`src/ascc_pkg.sv`:
```
// ----------------------------------------------------------------------------
// ascc_pkg
// Operation codes, size codes and size helpers for the ALU/shifter block
// ----------------------------------------------------------------------------
`default_nettype none

package ascc_pkg;

	localparam int unsigned DATA_W = 32;
	localparam int unsigned CNT_W  = 6;
	localparam int unsigned BIT_W  = $clog2(DATA_W);

	typedef logic [DATA_W-1:0] data_t;

	// operation codes
	localparam logic [3:0] OP_ADD  = 4'd0;
	localparam logic [3:0] OP_ADDX = 4'd1;
	localparam logic [3:0] OP_SUB  = 4'd2;
	localparam logic [3:0] OP_SUBX = 4'd3;
	localparam logic [3:0] OP_CMP  = 4'd4;
	localparam logic [3:0] OP_AND  = 4'd5;
	localparam logic [3:0] OP_OR   = 4'd6;
	localparam logic [3:0] OP_EOR  = 4'd7;
	localparam logic [3:0] OP_ASL  = 4'd8;
	localparam logic [3:0] OP_ASR  = 4'd9;
	localparam logic [3:0] OP_LSL  = 4'd10;
	localparam logic [3:0] OP_LSR  = 4'd11;
	localparam logic [3:0] OP_ROL  = 4'd12;
	localparam logic [3:0] OP_ROR  = 4'd13;
	localparam logic [3:0] OP_ROXL = 4'd14;
	localparam logic [3:0] OP_ROXR = 4'd15;

	// size codes, anything else is long
	localparam logic [1:0] SIZE_BYTE = 2'd0;
	localparam logic [1:0] SIZE_WORD = 2'd1;
	localparam logic [1:0] SIZE_LONG = 2'd2;

	function automatic data_t size_mask(input logic [1:0] sz);
		data_t m;
		unique case (sz)
			SIZE_BYTE: m = data_t'(32'h0000_00ff);
			SIZE_WORD: m = data_t'(32'h0000_ffff);
			default:   m = data_t'(32'hffff_ffff);
		endcase
		return m;
	endfunction

	// one-hot sign bit position
	function automatic data_t size_top(input logic [1:0] sz);
		data_t m;
		unique case (sz)
			SIZE_BYTE: m = data_t'(32'h0000_0080);
			SIZE_WORD: m = data_t'(32'h0000_8000);
			default:   m = data_t'(32'h8000_0000);
		endcase
		return m;
	endfunction

	// index of the last bit processed
	function automatic logic [BIT_W-1:0] size_last(input logic [1:0] sz);
		logic [BIT_W-1:0] l;
		unique case (sz)
			SIZE_BYTE: l = BIT_W'(7);
			SIZE_WORD: l = BIT_W'(15);
			default:   l = BIT_W'(31);
		endcase
		return l;
	endfunction

endpackage

`default_nettype wire

```
`src/cpu_alu_shift_condition_codes.sv`:
```
// ----------------------------------------------------------------------------
// cpu_alu_shift_condition_codes
// Bit-serial ALU and single-step shifter with an X/N/Z/V/C flag register
// ----------------------------------------------------------------------------
// Usage:
// - input channel (in_valid/in_stall) carries action, size_code, both operands
//   and shift_count; a transfer happens when in_valid is high and in_stall low
// - output channel (out_valid/out_stall) carries the sized result and the five
//   updated flags; one result per input transfer, in order
// - add/sub/cmp/logic run one bit per cycle, LSB first, over the operand size:
//   a load step, then one step per bit (8, 16 or 32 bits), then a flag step
// - shifts and rotates step one position per cycle through the result register:
//   a load step, then shift_count steps, then a flag step
// - the bit/step loop sets the item time; one item is worked on at a time,
//   and in_stall is high from the transfer until its flags are written
// - a finished result sits in the output register; the next item is taken
//   while it waits, but that item's flags are held back until the register
//   frees up
// - reset clears the stored X and Z flags to zero and empties the output register
// ----------------------------------------------------------------------------
`default_nettype none

module cpu_alu_shift_condition_codes (
	input  wire logic                          clk,
	input  wire logic                          arst_n,
	// input channel
	input  wire logic                          in_valid,
	output logic                               in_stall,
	input  wire logic [3:0]                    action,
	input  wire logic [1:0]                    size_code,
	input  wire logic [ascc_pkg::DATA_W-1:0]   source_value,
	input  wire logic [ascc_pkg::DATA_W-1:0]   target_value,
	input  wire logic [ascc_pkg::CNT_W-1:0]    shift_count,
	// output channel
	output logic                               out_valid,
	input  wire logic                          out_stall,
	output logic [ascc_pkg::DATA_W-1:0]        result_value,
	output logic                               extend_out,
	output logic                               negative_out,
	output logic                               zero_out,
	output logic                               overflow_out,
	output logic                               carry_out
);

	localparam logic [1:0] ST_IDLE   = 2'd0;
	localparam logic [1:0] ST_ALU    = 2'd1;
	localparam logic [1:0] ST_SHIFT  = 2'd2;
	localparam logic [1:0] ST_FINISH = 2'd3;

	logic [1:0]                      state_q;
	logic [3:0]                      op_q;
	logic [1:0]                      size_q;
	ascc_pkg::data_t                 a_q;
	ascc_pkg::data_t                 b_q;
	ascc_pkg::data_t                 r_q;
	logic                            cy_q;
	logic [ascc_pkg::BIT_W-1:0]      bit_cnt_q;
	logic [ascc_pkg::CNT_W-1:0]      sh_cnt_q;
	logic                            shifted_q;
	logic                            c_q;
	logic                            v_q;
	logic                            x_flag_q;
	logic                            z_flag_q;
	logic                            out_valid_q;

	logic                            in_xfer;
	logic                            out_free;
	logic                            is_sub;
	logic                            is_arith;
	logic                            abit;
	logic                            bbit;
	logic                            sum_bit;
	logic                            cout;
	logic                            res_bit;
	logic                            alu_last;
	ascc_pkg::data_t                 mask;
	ascc_pkg::data_t                 top;
	logic                            msb;
	logic                            lsb;
	logic                            shift_left;
	logic                            in_bit;
	logic                            fill;
	ascc_pkg::data_t                 nv;
	logic                            nv_msb;
	logic                            fin_x;
	logic                            fin_z;
	logic                            fin_n;
	logic                            xin;

	assign in_stall  = (state_q != ST_IDLE);
	assign in_xfer   = in_valid && !in_stall;
	assign out_free  = !out_valid_q || !out_stall;
	assign out_valid = out_valid_q;

	// stored X enters addx/subx
	assign xin = x_flag_q && ((action == ascc_pkg::OP_ADDX) || (action == ascc_pkg::OP_SUBX));

	// one bit of the serial adder or logic unit
	always_comb begin
		is_sub   = (op_q == ascc_pkg::OP_SUB) || (op_q == ascc_pkg::OP_SUBX) ||
			(op_q == ascc_pkg::OP_CMP);
		is_arith = (op_q <= ascc_pkg::OP_CMP);
		abit     = a_q[0];
		bbit     = is_sub ? !b_q[0] : b_q[0];
		sum_bit  = abit ^ bbit ^ cy_q;
		cout     = (abit & bbit) | (abit & cy_q) | (bbit & cy_q);
		unique case (op_q)
			ascc_pkg::OP_AND: res_bit = a_q[0] & b_q[0];
			ascc_pkg::OP_OR:  res_bit = a_q[0] | b_q[0];
			ascc_pkg::OP_EOR: res_bit = a_q[0] ^ b_q[0];
			default:          res_bit = sum_bit;
		endcase
		alu_last = (bit_cnt_q == ascc_pkg::size_last(size_q));
	end

	// one step of the shifter
	always_comb begin
		mask       = ascc_pkg::size_mask(size_q);
		top        = ascc_pkg::size_top(size_q);
		msb        = |(r_q & top);
		lsb        = r_q[0];
		shift_left = (op_q == ascc_pkg::OP_ASL) || (op_q == ascc_pkg::OP_LSL) ||
			(op_q == ascc_pkg::OP_ROL) || (op_q == ascc_pkg::OP_ROXL);
		unique case (op_q)
			ascc_pkg::OP_ROL:  in_bit = msb;
			ascc_pkg::OP_ROXL: in_bit = c_q;
			default:           in_bit = 1'b0;
		endcase
		unique case (op_q)
			ascc_pkg::OP_ASR:  fill = msb;
			ascc_pkg::OP_ROR:  fill = lsb;
			ascc_pkg::OP_ROXR: fill = c_q;
			default:           fill = 1'b0;
		endcase
		if (shift_left) begin
			nv = ((r_q << 1) & mask) | ascc_pkg::DATA_W'(in_bit);
		end else begin
			nv = (r_q >> 1) | (fill ? top : '0);
		end
		nv_msb = |(nv & top);
	end

	// flags written at the end of an item
	always_comb begin
		fin_n = msb;
		unique case (op_q)
			ascc_pkg::OP_ADD, ascc_pkg::OP_ADDX, ascc_pkg::OP_SUB, ascc_pkg::OP_SUBX,
			ascc_pkg::OP_ROXL, ascc_pkg::OP_ROXR:
				fin_x = c_q;
			ascc_pkg::OP_ASL, ascc_pkg::OP_ASR, ascc_pkg::OP_LSL, ascc_pkg::OP_LSR:
				fin_x = shifted_q ? c_q : x_flag_q;
			default:
				fin_x = x_flag_q;
		endcase
		if ((op_q == ascc_pkg::OP_ADDX) || (op_q == ascc_pkg::OP_SUBX)) begin
			fin_z = (r_q != '0) ? 1'b0 : z_flag_q;
		end else begin
			fin_z = (r_q == '0);
		end
	end

	// sequencer
	always_ff @(posedge clk or negedge arst_n) begin
		if (!arst_n) begin
			state_q <= ST_IDLE;
		end else begin
			unique case (state_q)
				ST_IDLE: begin
					if (in_xfer) begin
						if (action >= ascc_pkg::OP_ASL) begin
							state_q <= (shift_count == '0) ? ST_FINISH : ST_SHIFT;
						end else begin
							state_q <= ST_ALU;
						end
					end
				end
				ST_ALU: begin
					if (alu_last) begin
						state_q <= ST_FINISH;
					end
				end
				ST_SHIFT: begin
					if (sh_cnt_q == ascc_pkg::CNT_W'(1)) begin
						state_q <= ST_FINISH;
					end
				end
				default: begin
					if (out_free) begin
						state_q <= ST_IDLE;
					end
				end
			endcase
		end
	end

	// operand, result and step registers
	always_ff @(posedge clk) begin
		if (in_xfer) begin
			op_q      <= action;
			size_q    <= size_code;
			a_q       <= target_value & ascc_pkg::size_mask(size_code);
			b_q       <= source_value & ascc_pkg::size_mask(size_code);
			bit_cnt_q <= '0;
			sh_cnt_q  <= shift_count;
			shifted_q <= (shift_count != '0);
			v_q       <= 1'b0;
			if ((action == ascc_pkg::OP_SUB) || (action == ascc_pkg::OP_SUBX) ||
				(action == ascc_pkg::OP_CMP)) begin
				cy_q <= !xin;
			end else begin
				cy_q <= xin;
			end
			if (action >= ascc_pkg::OP_ASL) begin
				r_q <= target_value & ascc_pkg::size_mask(size_code);
				c_q <= (action >= ascc_pkg::OP_ROXL) ? x_flag_q : 1'b0;
			end else begin
				r_q <= '0;
				c_q <= 1'b0;
			end
		end else if (state_q == ST_ALU) begin
			r_q[bit_cnt_q] <= res_bit;
			a_q            <= a_q >> 1;
			b_q            <= b_q >> 1;
			cy_q           <= cout;
			bit_cnt_q      <= bit_cnt_q + 1'b1;
			if (alu_last) begin
				v_q <= is_arith && (abit == bbit) && (sum_bit != abit);
				c_q <= is_arith && (is_sub ? !cout : cout);
			end
		end else if (state_q == ST_SHIFT) begin
			r_q      <= nv;
			c_q      <= shift_left ? msb : lsb;
			sh_cnt_q <= sh_cnt_q - 1'b1;
			if ((op_q == ascc_pkg::OP_ASL) && (msb != nv_msb)) begin
				v_q <= 1'b1;
			end
		end
	end

	// condition code register
	always_ff @(posedge clk or negedge arst_n) begin
		if (!arst_n) begin
			x_flag_q <= 1'b0;
			z_flag_q <= 1'b0;
		end else if ((state_q == ST_FINISH) && out_free) begin
			x_flag_q <= fin_x;
			z_flag_q <= fin_z;
		end
	end

	// output register, loaded when the previous transfer has gone
	always_ff @(posedge clk or negedge arst_n) begin
		if (!arst_n) begin
			out_valid_q <= 1'b0;
		end else if ((state_q == ST_FINISH) && out_free) begin
			out_valid_q <= 1'b1;
		end else if (!out_stall) begin
			out_valid_q <= 1'b0;
		end
	end

	always_ff @(posedge clk) begin
		if ((state_q == ST_FINISH) && out_free) begin
			result_value <= r_q;
			extend_out   <= fin_x;
			negative_out <= fin_n;
			zero_out     <= fin_z;
			overflow_out <= v_q;
			carry_out    <= c_q;
		end
	end

endmodule

`default_nettype wire

```
`config.mk`:
```
export PLATFORM = sky130hd
export DESIGN_NAME = cpu_alu_shift_condition_codes
export DESIGN_NICKNAME = d
export VERILOG_FILES = /design/src/ascc_pkg.sv /design/src/cpu_alu_shift_condition_codes.sv
export SDC_FILE = /design/constraint.sdc
export NUM_CORES = 1
export LEC_CHECK = 0
export CORE_AREA = 2 2 142 130
export CTS_CLUSTER_SIZE = 40
export DETAILED_ROUTE_END_ITERATION = 10
export DIE_AREA = 0 0 144 132
export DONT_BUFFER_PORTS = 1
export HOLD_SLACK_MARGIN = 0.06
export PLACE_DENSITY = 0.61
export SYNTH_ARGS = -nofsm -noshare
export SYNTH_HDL_FRONTEND = slang
export SYNTH_SLANG_ARGS = --single-unit
```
`constraint.sdc`:
```
create_clock -name clk -period 8.75 [get_ports clk]
set_input_delay 2.625 -clock clk [delete_from_list [all_inputs] [get_ports clk]]
set_output_delay 2.625 -clock clk [all_outputs]
set_load 0.05 [all_outputs]
```
# == Word-level counts from Yosys, hierarchy flattened ==
# Index checks and enable logic that the tools add are counted.
# word_totals
out_inout_bits,39
register_bits,159
input_bits,80
# op_classes
n_lt_le_gt_ge,5
bitwise_logic,18
mux,55
n_eq_ne,35
reduce_logical,47
addsub,2
# op_table
op,n
two-way mux 32 bit,13
bitwise AND 32 bit,6
one-hot mux 32 bit (2 select lines),3
OR reduction 32 bit,2
bitwise mux 32 bit,1
equality test 4 bit (second input constant),8
logical NOT 32 bit,1
OR 31 x 32 -> 32 bit,1
OR 32 x 1 -> 32 bit,1
nonzero test 32 bit,1
two-way mux 1 bit,23
equality test 4 x 3 -> 1 bit (second input constant),5
two-way mux 6 bit,3
equality test 4 x 2 -> 1 bit (second input constant),4
logical OR 1 bit,10
two-way mux 2 bit,5
one-hot mux 5 bit (2 select lines),1
nonzero test 2 bit,5
equality test 4 x 1 -> 1 bit (second input constant),2
>= comparator 4 bit (second input constant),2
logical AND 1 bit,8
!= test 2 bit (second input constant),4
equality test 2 x 1 -> 1 bit (second input constant),3
equality test 6 x 1 -> 1 bit (second input constant),1
30 further kinds,49

# == Depth between registers and ports, before layout ==
# Gate-level depths: netlist (run 1).
# logic_depth
ltp_word,15
mapped_depth,13
depth_no_buf,12

# == Least setup slack after synthesis (run 1) ==
# No wires, ideal clock.
# synth_path
path_type,in2reg
startpoint,input in_valid
endpoint,register r_q[0] (data pin)
n_path_buf,1
cell_stages,6
setup_slack_ns,3.146
t_required_ns,8.376
arrival_time_ns,5.230
cell_sequence,nand2_1 -> inv_2 -> nor2_1 -> inv_1 -> clkbuf_1 -> o221ai_1
# synth_via
elab_chain_len,2
# synth_rtl
item,line,text
from (decl),cpu_alu_shift_condition_codes.sv:27,"input wire logic in_valid,"
logical AND 1 bit,cpu_alu_shift_condition_codes.sv:91,assign in_xfer = in_valid && !in_stall;
two-way mux 32 bit,cpu_alu_shift_condition_codes.sv:198,if (in_xfer) begin
to (signal assigned),cpu_alu_shift_condition_codes.sv:214,r_q <= target_value & ascc_pkg::size_mask(size_code);
"to (signal, indexed assignment)",cpu_alu_shift_condition_codes.sv:221,r_q[bit_cnt_q] <= res_bit;
to (signal assigned),cpu_alu_shift_condition_codes.sv:231,r_q <= nv;
to (decl),cpu_alu_shift_condition_codes.sv:55,ascc_pkg::data_t r_q;
# No other way between the ends.
# A chain may end at the register's enable or synchronous reset.

# == Worst setup path in the final report (run 1) ==
# layout_path
startpoint,input in_valid
endpoint,register b_q[3] (enable)
# layout_via
elab_chain_len,2
# layout_rtl
item,line,text
logical AND 1 bit,cpu_alu_shift_condition_codes.sv:91,
nonzero test 2 bit (no line),n/a,
to (signal assigned),cpu_alu_shift_condition_codes.sv:202,b_q <= source_value & ascc_pkg::size_mask(size_code);
to (signal assigned),cpu_alu_shift_condition_codes.sv:223,b_q <= b_q >> 1;
to (decl),cpu_alu_shift_condition_codes.sv:54,ascc_pkg::data_t b_q;
# No other way between the ends.

==> results of run 1 <==
[power groups by stage]
stage / registers [mW] / clock network, mW / logic, mW
2_1_floorplan: 1.69 / 0 / 0.799
3_3_place_gp: 1.78 / 0 / 0.943
3_5_place_dp: 1.79 / 0 / 0.990
4_1_cts: 1.78 / 0.686 / 0.997
5_1_grt: 1.82 / 0.714 / 1.14
6_report: 1.78 / 0.673 / 1.00
[cell usage after synthesis (6+ instances only)]
cell and instances:
nand2_1 171, clkbuf_1 37, and3_1 6, a22o_1 16, nor2_1 29, nor4_1 11
inv_1 17, a21oi_1 51, xnor2_1 6, buf_2 8, o221ai_1 10, a22oi_1 9
o21ai_0 94, nand3_1 25, dfxtp_1 6, edfxtp_1 148, ha_1 13
[cells by family after synthesis]
family                   synth area share (%)
AO/OA/AOI/OAI                           16.12
AND/OR/NAND/NOR                         15.23
XOR/XNOR                                1.241
multiplexers                            1.273
buffers and inverters                   3.369
flip-flops                              60.41
adder cells (fa/ha/maj)                 2.353
[worst max-delay path, stage by stage]
cell and delay [ps]:
nand2_4 40, buf_4 700, inv_2 550, nor2_1 360
clkinv_2 440, buf_4 540
[cell usage in the layout, fill, tap and decap left out, types with 4 or more instances in the layout]
cell type	Yosys	layout
nand2_1	171	170
edfxtp_1	148	148
o21ai_0	94	94
a21oi_1	51	51
nor2_1	29	28
nand3_1	25	25
clkbuf_16	0	17
inv_1	17	16
a22o_1	16	16
ha_1	13	13
nor4_1	11	11
o221ai_1	10	10
a22oi_1	9	9
buf_4	0	7
xnor2_1	6	6
and3_1	6	6
dfxtp_1	6	6
nand3b_1	5	5
mux2i_1	5	5
xor2_1	5	5
dfrtp_1	5	5
nand4_1	4	4
clkinvlp_4	0	4
clkinv_1	0	4
[flip-flops by register name, indices dropped and copies added (netlist names)]
signal and count:
a_q 32, b_q 32, bit_cnt_q 5, c_q 1, carry_out 1, cy_q 1
extend_out 1, negative_out 1, op_q 4, out_valid 1, overflow_out 1, r_q 32
result_value 32, sh_cnt_q 6, shifted_q 1, size_q 2, state_q 2, v_q 1
x_flag_q 1, z_flag_q 1, zero_out 1
[area by class of cell]
class                   count  area, µm²  area share, %
clock buffers              20      436.7          5.160
flip-flops and latches    159       4690          55.41
multi-input cells         509       2821          33.34
clock inverters            12      93.84          1.109
repair buffers              7      52.55         0.6209
inverters                  18      68.82         0.8131
well taps                 240      300.3          3.548
[stage by stage]
stage	cells	util (%)
final	965	48.53
after global routing	965	48.53
after CTS	965	48.53
after detailed placement	933	45.49
after global placement	933	45.49
after floorplan	735	-
[layer usage]
layer / wire length [µm] / vias to the layer above
met4: 446 / 0
li1: - / 2637
met5: 0 / -
met3: 1784 / 30
met1: 8745 / 2727
met2: 8508 / 259
[path summary, 6_finish.rpt]
| path | endpoint | startpoint | slack, ps |
|---|---|---|---|
| setup / recovery | b_q[3] | in_valid | 3460 |
| hold / removal | overflow_out | v_q | 470 |
| setup reg to reg | b_q[3] | state_q[0] | 4830 |
| hold reg to reg | overflow_out | v_q | 470 |
| max in group asynchronous | z_flag_q | arst_n | 6780 |
| min in group asynchronous | state_q[1] | arst_n | 1890 |
==> results.sh, run 1 <==
export IMPL_core_area_um2=17440
export IMPL_syn_num_nets=829
export IMPL_cts_hold_buffers=0
export IMPL_grt_util_met1_pct=31.12
export IMPL_die_width_um=144
export IMPL_timing_slew_headroom_pct=28.42
export IMPL_cts_path_max_buffers=2
export IMPL_ys_seq_area_share_pct=60.41
export IMPL_synth_edff_count=148
export IMPL_synth_warnings=0
export IMPL_p_seq_share_pct=51.5
export IMPL_overflow=0
export IMPL_postPlaceCellArea_um2=7933
export IMPL_fin_setup_tns_ps=0
export IMPL_synthArstFlopShare_pct=3.145
export IMPL_gr_usage_met3_pct=5.957
export IMPL_switching_power_mw=1.338
export IMPL_required_ps=8820
export IMPL_area_growth_syn_to_layout_pct=9.026
export IMPL_min_path_type="reg -> reg"
export IMPL_antenna_cells_inserted=0
export IMPL_cts_sinks=159
export IMPL_synthTopCellsByArea="edfxtp_1, nand2_1, o21ai_0"
export IMPL_first_global_vias=5282
export IMPL_worst_slack_ps=3465
export IMPL_antenna_found_initial=0
export IMPL_cts_root_buffer="clkbuf_16"
export IMPL_comb_power_share_pct=29.0
export IMPL_pin_count_of_the_biggest_net_entering_global_routing=108
export IMPL_post_synth_design_cell_area_um2=7762
export IMPL_fin_nets=806
export IMPL_drt_wirelength_per_cell_um=20.19
export IMPL_final_hold_worst_slack_ps=468.3
export IMPL_power_static_leakage_nw=3.018
export IMPL_drt_pre_antenna_iters=5
export IMPL_setup_violations_final=0
export IMPL_post_synth_top_area_cell="edfxtp_1"
export IMPL_place_port_buffers=0
export IMPL_final_cell_area_um2=8463
export IMPL_unique_masters_post_synth=58
export IMPL_ff2ff_path_depth=8
export IMPL_via_to_cell_ratio=5.858
export IMPL_final_max_slew_violation_count=0
export IMPL_finalWeightedCongestion=0.8731
export IMPL_internal_power_mw=2.114
export IMPL_unrepaired_setup_endpoints_after_global_routing="false"
export IMPL_grt_busiest_layer="met1"
export IMPL_worst_slew_pin_slew_ps=1073
export IMPL_detailedPlacementHpwl_um=13170
export IMPL_post_route_min_period_ps=5285
export IMPL_timing_setup_critical_path_class="in -> reg"
export IMPL_power_share_clock_pct=19.5
export IMPL_synth_largest_type_area_fraction_pct=57.25
export IMPL_status="complete, no violations"
export IMPL_final_antenna_net_count=0
export IMPL_use_met2_pct=29.68
export IMPL_dr_total_vias=5653
export IMPL_grt_pass1_wl_um=30450
export IMPL_h_tree_level_count=4
export IMPL_dieArea_um2=19010
export IMPL_placement_setup_worst_slack_ps=3026
export IMPL_fmaxAchievable_ghz=0.1892
export IMPL_boundaryPins=119
export IMPL_dr_first_iter_drc_count=683
export IMPL_holdPathStages=0
export IMPL_numCtsBuffers=17
export IMPL_std_cell_rows=46
export IMPL_maxCapViolCount=0
export IMPL_drt_drc_violations_left=0
export IMPL_initial_utilization_pct=44.51
export IMPL_power_per_cell_area_nw_per_um2=407.8
export IMPL_post_layout_total_power_mw=3.451
export IMPL_route_final_wire_length_um=19480
export IMPL_vdd_ir_drop_worst_v=0.0001762
export IMPL_netSwitchingFraction_pct=38.76
export IMPL_worst_setup_path_end_kind="register"
export IMPL_nFillCells=1590
export IMPL_cts_tree="done"
export IMPL_share_of_post_route_cells_with_drive_strength_above_1_pct=6.759
export IMPL_groute_usage_overall_pct=21.09
export IMPL_post_cts_buffers=0
export IMPL_syn_area_per_cell_um2=10.56
export IMPL_final_skew_ps=10.65
export IMPL_synthFlopType="edfxtp_1"
export IMPL_floorplan_die_height_um=132
export IMPL_path_clk_slew_ps=60
export IMPL_ys_ff_latch=159
export IMPL_postSynthCellCount=735
export IMPL_worstPathArrival_ps=5360
export IMPL_postCtsResizedCells=0
export IMPL_insertion_delay_ps=420
export IMPL_finalHoldViolCount=0
export IMPL_post_route_period_util_pct=60.40
export IMPL_crit_path_max_fanout=107
export IMPL_worstSetupStartpointType="primary input"
(Power assumes the default switching activity.)
==> run 2: changes to the inputs <==
ABC_AREA = 1   (was unset)
CORE_AREA = 2 2 143 131   (was 2 2 142 130)
DIE_AREA = 0 0 145 133   (was 0 0 144 132)
clock period = 4.9 ns   (was 8.75 ns; I/O delays follow)
==> results.sh, run 2 <==
export IMPL_core_area_um2=17940
export IMPL_fin_setup_tns_ps=0
export IMPL_path_clk_slew_ps=60
export IMPL_multi_input_gate_area_um2=2825
export IMPL_vdd_ir_drop_worst_v=0.0003262
export IMPL_cts_sinks=159
export IMPL_mostFrequentLayoutCells="nand2_1, edfxtp_1, inv_1"
export IMPL_final_max_slew_violation_count=0
export IMPL_critical_path_max_stage_delay_ps=550
export IMPL_antenna_cells_inserted=0
export IMPL_switching_power_mw=2.611
export IMPL_min_path_type="reg -> reg"
export IMPL_synth_largest_type_area_fraction_pct=56.02
export IMPL_die_width_um=145
export IMPL_maxCapViolCount=0
export IMPL_netSwitchingFraction_pct=39.49
export IMPL_unique_masters_post_synth=48
export IMPL_synthTopCellsByArea="edfxtp_1, nand2_1, a22o_1"
export IMPL_worst_slew_pin_slew_ps=1072
export IMPL_power_per_cell_area_nw_per_um2=756.2
export IMPL_worstPathCellList="nor2_2 -> nand3_1 -> nand2_1 -> xor2_1 -> fa_1 -> o21ai_1 -> nand3_2 -> o221ai_1"
export IMPL_fmaxAchievable_ghz=0.3195
export IMPL_comb_power_share_pct=31.1
export IMPL_place_port_buffers=0
export IMPL_yosysMostFrequentCell="nand2_1"
export IMPL_dr_total_vias=5737
export IMPL_post_synth_top_area_cell="edfxtp_1"
export IMPL_synth_warnings=0
export IMPL_floorplan_die_height_um=133
export IMPL_final_skew_ps=6.935
export IMPL_synth_edff_count=148
export IMPL_ff2ff_setup_slack_ps=1770
export IMPL_post_route_util_pct=48.75
export IMPL_post_route_min_period_ps=3130
export IMPL_rr_endpoint="r_q[2]"
export IMPL_overflow=0
export IMPL_synthArstFlopShare_pct=3.145
export IMPL_first_global_vias=5560
export IMPL_ys_seq_area_share_pct=59.11
export IMPL_worstSetupStartpointType="register"
export IMPL_dieArea_um2=19290
export IMPL_numCtsBuffers=17
export IMPL_worstPathArrival_ps=3360
export IMPL_drt_wirelength_per_cell_um=18.96
export IMPL_route_final_wire_length_um=19380
export IMPL_status="complete, no violations"
export IMPL_cts_tree="done"
export IMPL_syn_area_per_cell_um2=10.18
export IMPL_timing_critical_path_from="op_q[0]"
export IMPL_std_cell_rows=47
export IMPL_crit_slowest_cell="nand3_2"
export IMPL_required_ps=5130
export IMPL_timing_slew_headroom_pct=28.47
export IMPL_timing_critical_path_to="r_q[2]"
export IMPL_h_tree_level_count=4
export IMPL_postCtsResizedCells=0
export IMPL_timing_setup_critical_path_class="reg -> reg"
export IMPL_antenna_found_initial=0
export IMPL_setup_violations_final=0
export IMPL_internal_power_mw=4.001
export IMPL_final_antenna_net_count=0
export IMPL_detailedPlacementHpwl_um=13710
export IMPL_initial_utilization_pct=44.23
export IMPL_ff2ff_path_depth=8
export IMPL_cts_hold_buffers=0
export IMPL_grt_pass1_wl_um=30930
export IMPL_groute_usage_overall_pct=20.47
export IMPL_area_growth_syn_to_layout_pct=10.20
export IMPL_worst_setup_path_end_kind="register"
export IMPL_boundaryPins=119
export IMPL_power_static_leakage_nw=3.362
export IMPL_cts_root_buffer="clkbuf_16"
export IMPL_worst_slack_ps=1770
export IMPL_worst_r2r_startpoint="op_q[0]"
export IMPL_drt_pre_antenna_iters=5
export IMPL_post_cts_buffers=0
export IMPL_register_area_um2=4690
export IMPL_pin_count_of_the_biggest_net_entering_global_routing=86
export IMPL_power_share_clock_pct=21.7
export IMPL_post_route_period_util_pct=63.87
export IMPL_p_seq_share_pct=47.2
export IMPL_via_to_cell_ratio=5.614
export IMPL_postSynthCellCount=779
export IMPL_finalWeightedCongestion=0.9047
export IMPL_crit_path_max_fanout=28
export IMPL_placement_setup_worst_slack_ps=1417
export IMPL_nFillCells=1636
export IMPL_syn_num_nets=873
export IMPL_drt_drc_violations_left=0
export IMPL_most_common_cell_after_layout_fill_and_taps_aside="nand2_1"
export IMPL_post_synth_design_cell_area_um2=7934
export IMPL_insertion_delay_ps=430
export IMPL_finalHoldViolCount=0
export IMPL_hp_start="v_q"
export IMPL_fin_nets=858
export IMPL_post_synth_most_frequent_cells="nand2_1, edfxtp_1, inv_1, nand3_1, nor2_1"
export IMPL_share_of_post_route_cells_with_drive_strength_above_1_pct=9.138
export IMPL_dr_first_iter_drc_count=521
export IMPL_final_hold_worst_slack_ps=435.4
export IMPL_cts_path_max_buffers=2
export IMPL_ys_ff_latch=159
export IMPL_synthFlopType="edfxtp_1"
export IMPL_unrepaired_setup_endpoints_after_global_routing="false"
-- run 2: changes by cell type after synthesis, moves of 9 or more --
cell / change
a21oi_1: -26
a22o_1: +14
clkbuf_1: -18
inv_1: +40
nand2_1: +51
nand3_1: +10
o211ai_1: +14
o21ai_0: -64
o21ai_1: +9
o22ai_1: +9
-- run 2: critical path: cells and delay by family, from the launching register on --
family | cells | cell delay [ps]
DFF | 1 | 540
AOI/OAI and AO/OA | 2 | 570
xor gates and xnor gates | 1 | 250
adders and majority gates | 1 | 500
and+or+nand+nor | 4 | 1050
-- run 2: power groups by stage --
| stage | Sequential (mW) | Combinational, mW | Clock [mW] |
|---|---|---|---|
| floorplan | 2.99 | 1.61 | 0 |
| global placement | 3.12 | 1.98 | 0 |
| detailed placement | 3.14 | 2.05 | 0 |
| CTS | 3.12 | 2.06 | 1.45 |
| global route | 3.19 | 2.32 | 1.51 |
| finish | 3.12 | 2.06 | 1.43 |
-- run 2: cells by family (layout without fill, tap and decap cells) --
| group | Yosys count | after routing | share of synthesized area (%) |
|---|---|---|---|
| muxes | 2 | 2 | 0.2681 |
| adders and majority gates | 14 | 14 | 2.303 |
| and+or+nand+nor | 339 | 339 | 18.85 |
| buffers and inverters | 104 | 102 | 5.488 |
| DFF | 159 | 159 | 59.11 |
| xor gates and xnor gates | 7 | 7 | 0.7728 |
| AOI/OAI and AO/OA | 154 | 154 | 13.22 |
-- run 2: layer usage --
metal / part of all wire, % / global-route usage (%) / vias to the layer above
li1: - / - / 2745
met1: 47 / 29.49 / 2739
met2: 44 / 29.74 / 220
met3: 6.7 / 5.207 / 33
met4: 2.6 / 7.976 / 0
met5: 0 / 0 / -
-- run 2: layout make-up --
cell class | count | area share [%]
clock buffers | 18 | 4.908
clock inverters | 14 | 2.347
inverters | 64 | 2.776
multi-input cells | 516 | 32.31
flip-flops and latches | 159 | 53.63
well taps | 245 | 3.506
repair buffers | 6 | 0.5152
-- run 2: metrics by stage --
stage,total power [mW],instances,area (µm²)
floorplan,4.606,779,7934
finish,6.612,1022,8743
global placement,5.105,990,8109
detailed placement,5.192,990,8109
global route,7.017,1022,8743
CTS,6.636,1022,8743
-- run 2: worst min-delay path by stage --
stage                    to  cells after the start  slack, ps
2_1_floorplan  overflow_out                      0        400
3_3_place_gp   overflow_out                      0        420
3_5_place_dp   overflow_out                      0        420
4_1_cts        overflow_out                      0        430
5_1_grt        overflow_out                      0        450
6_report       overflow_out                      0        440
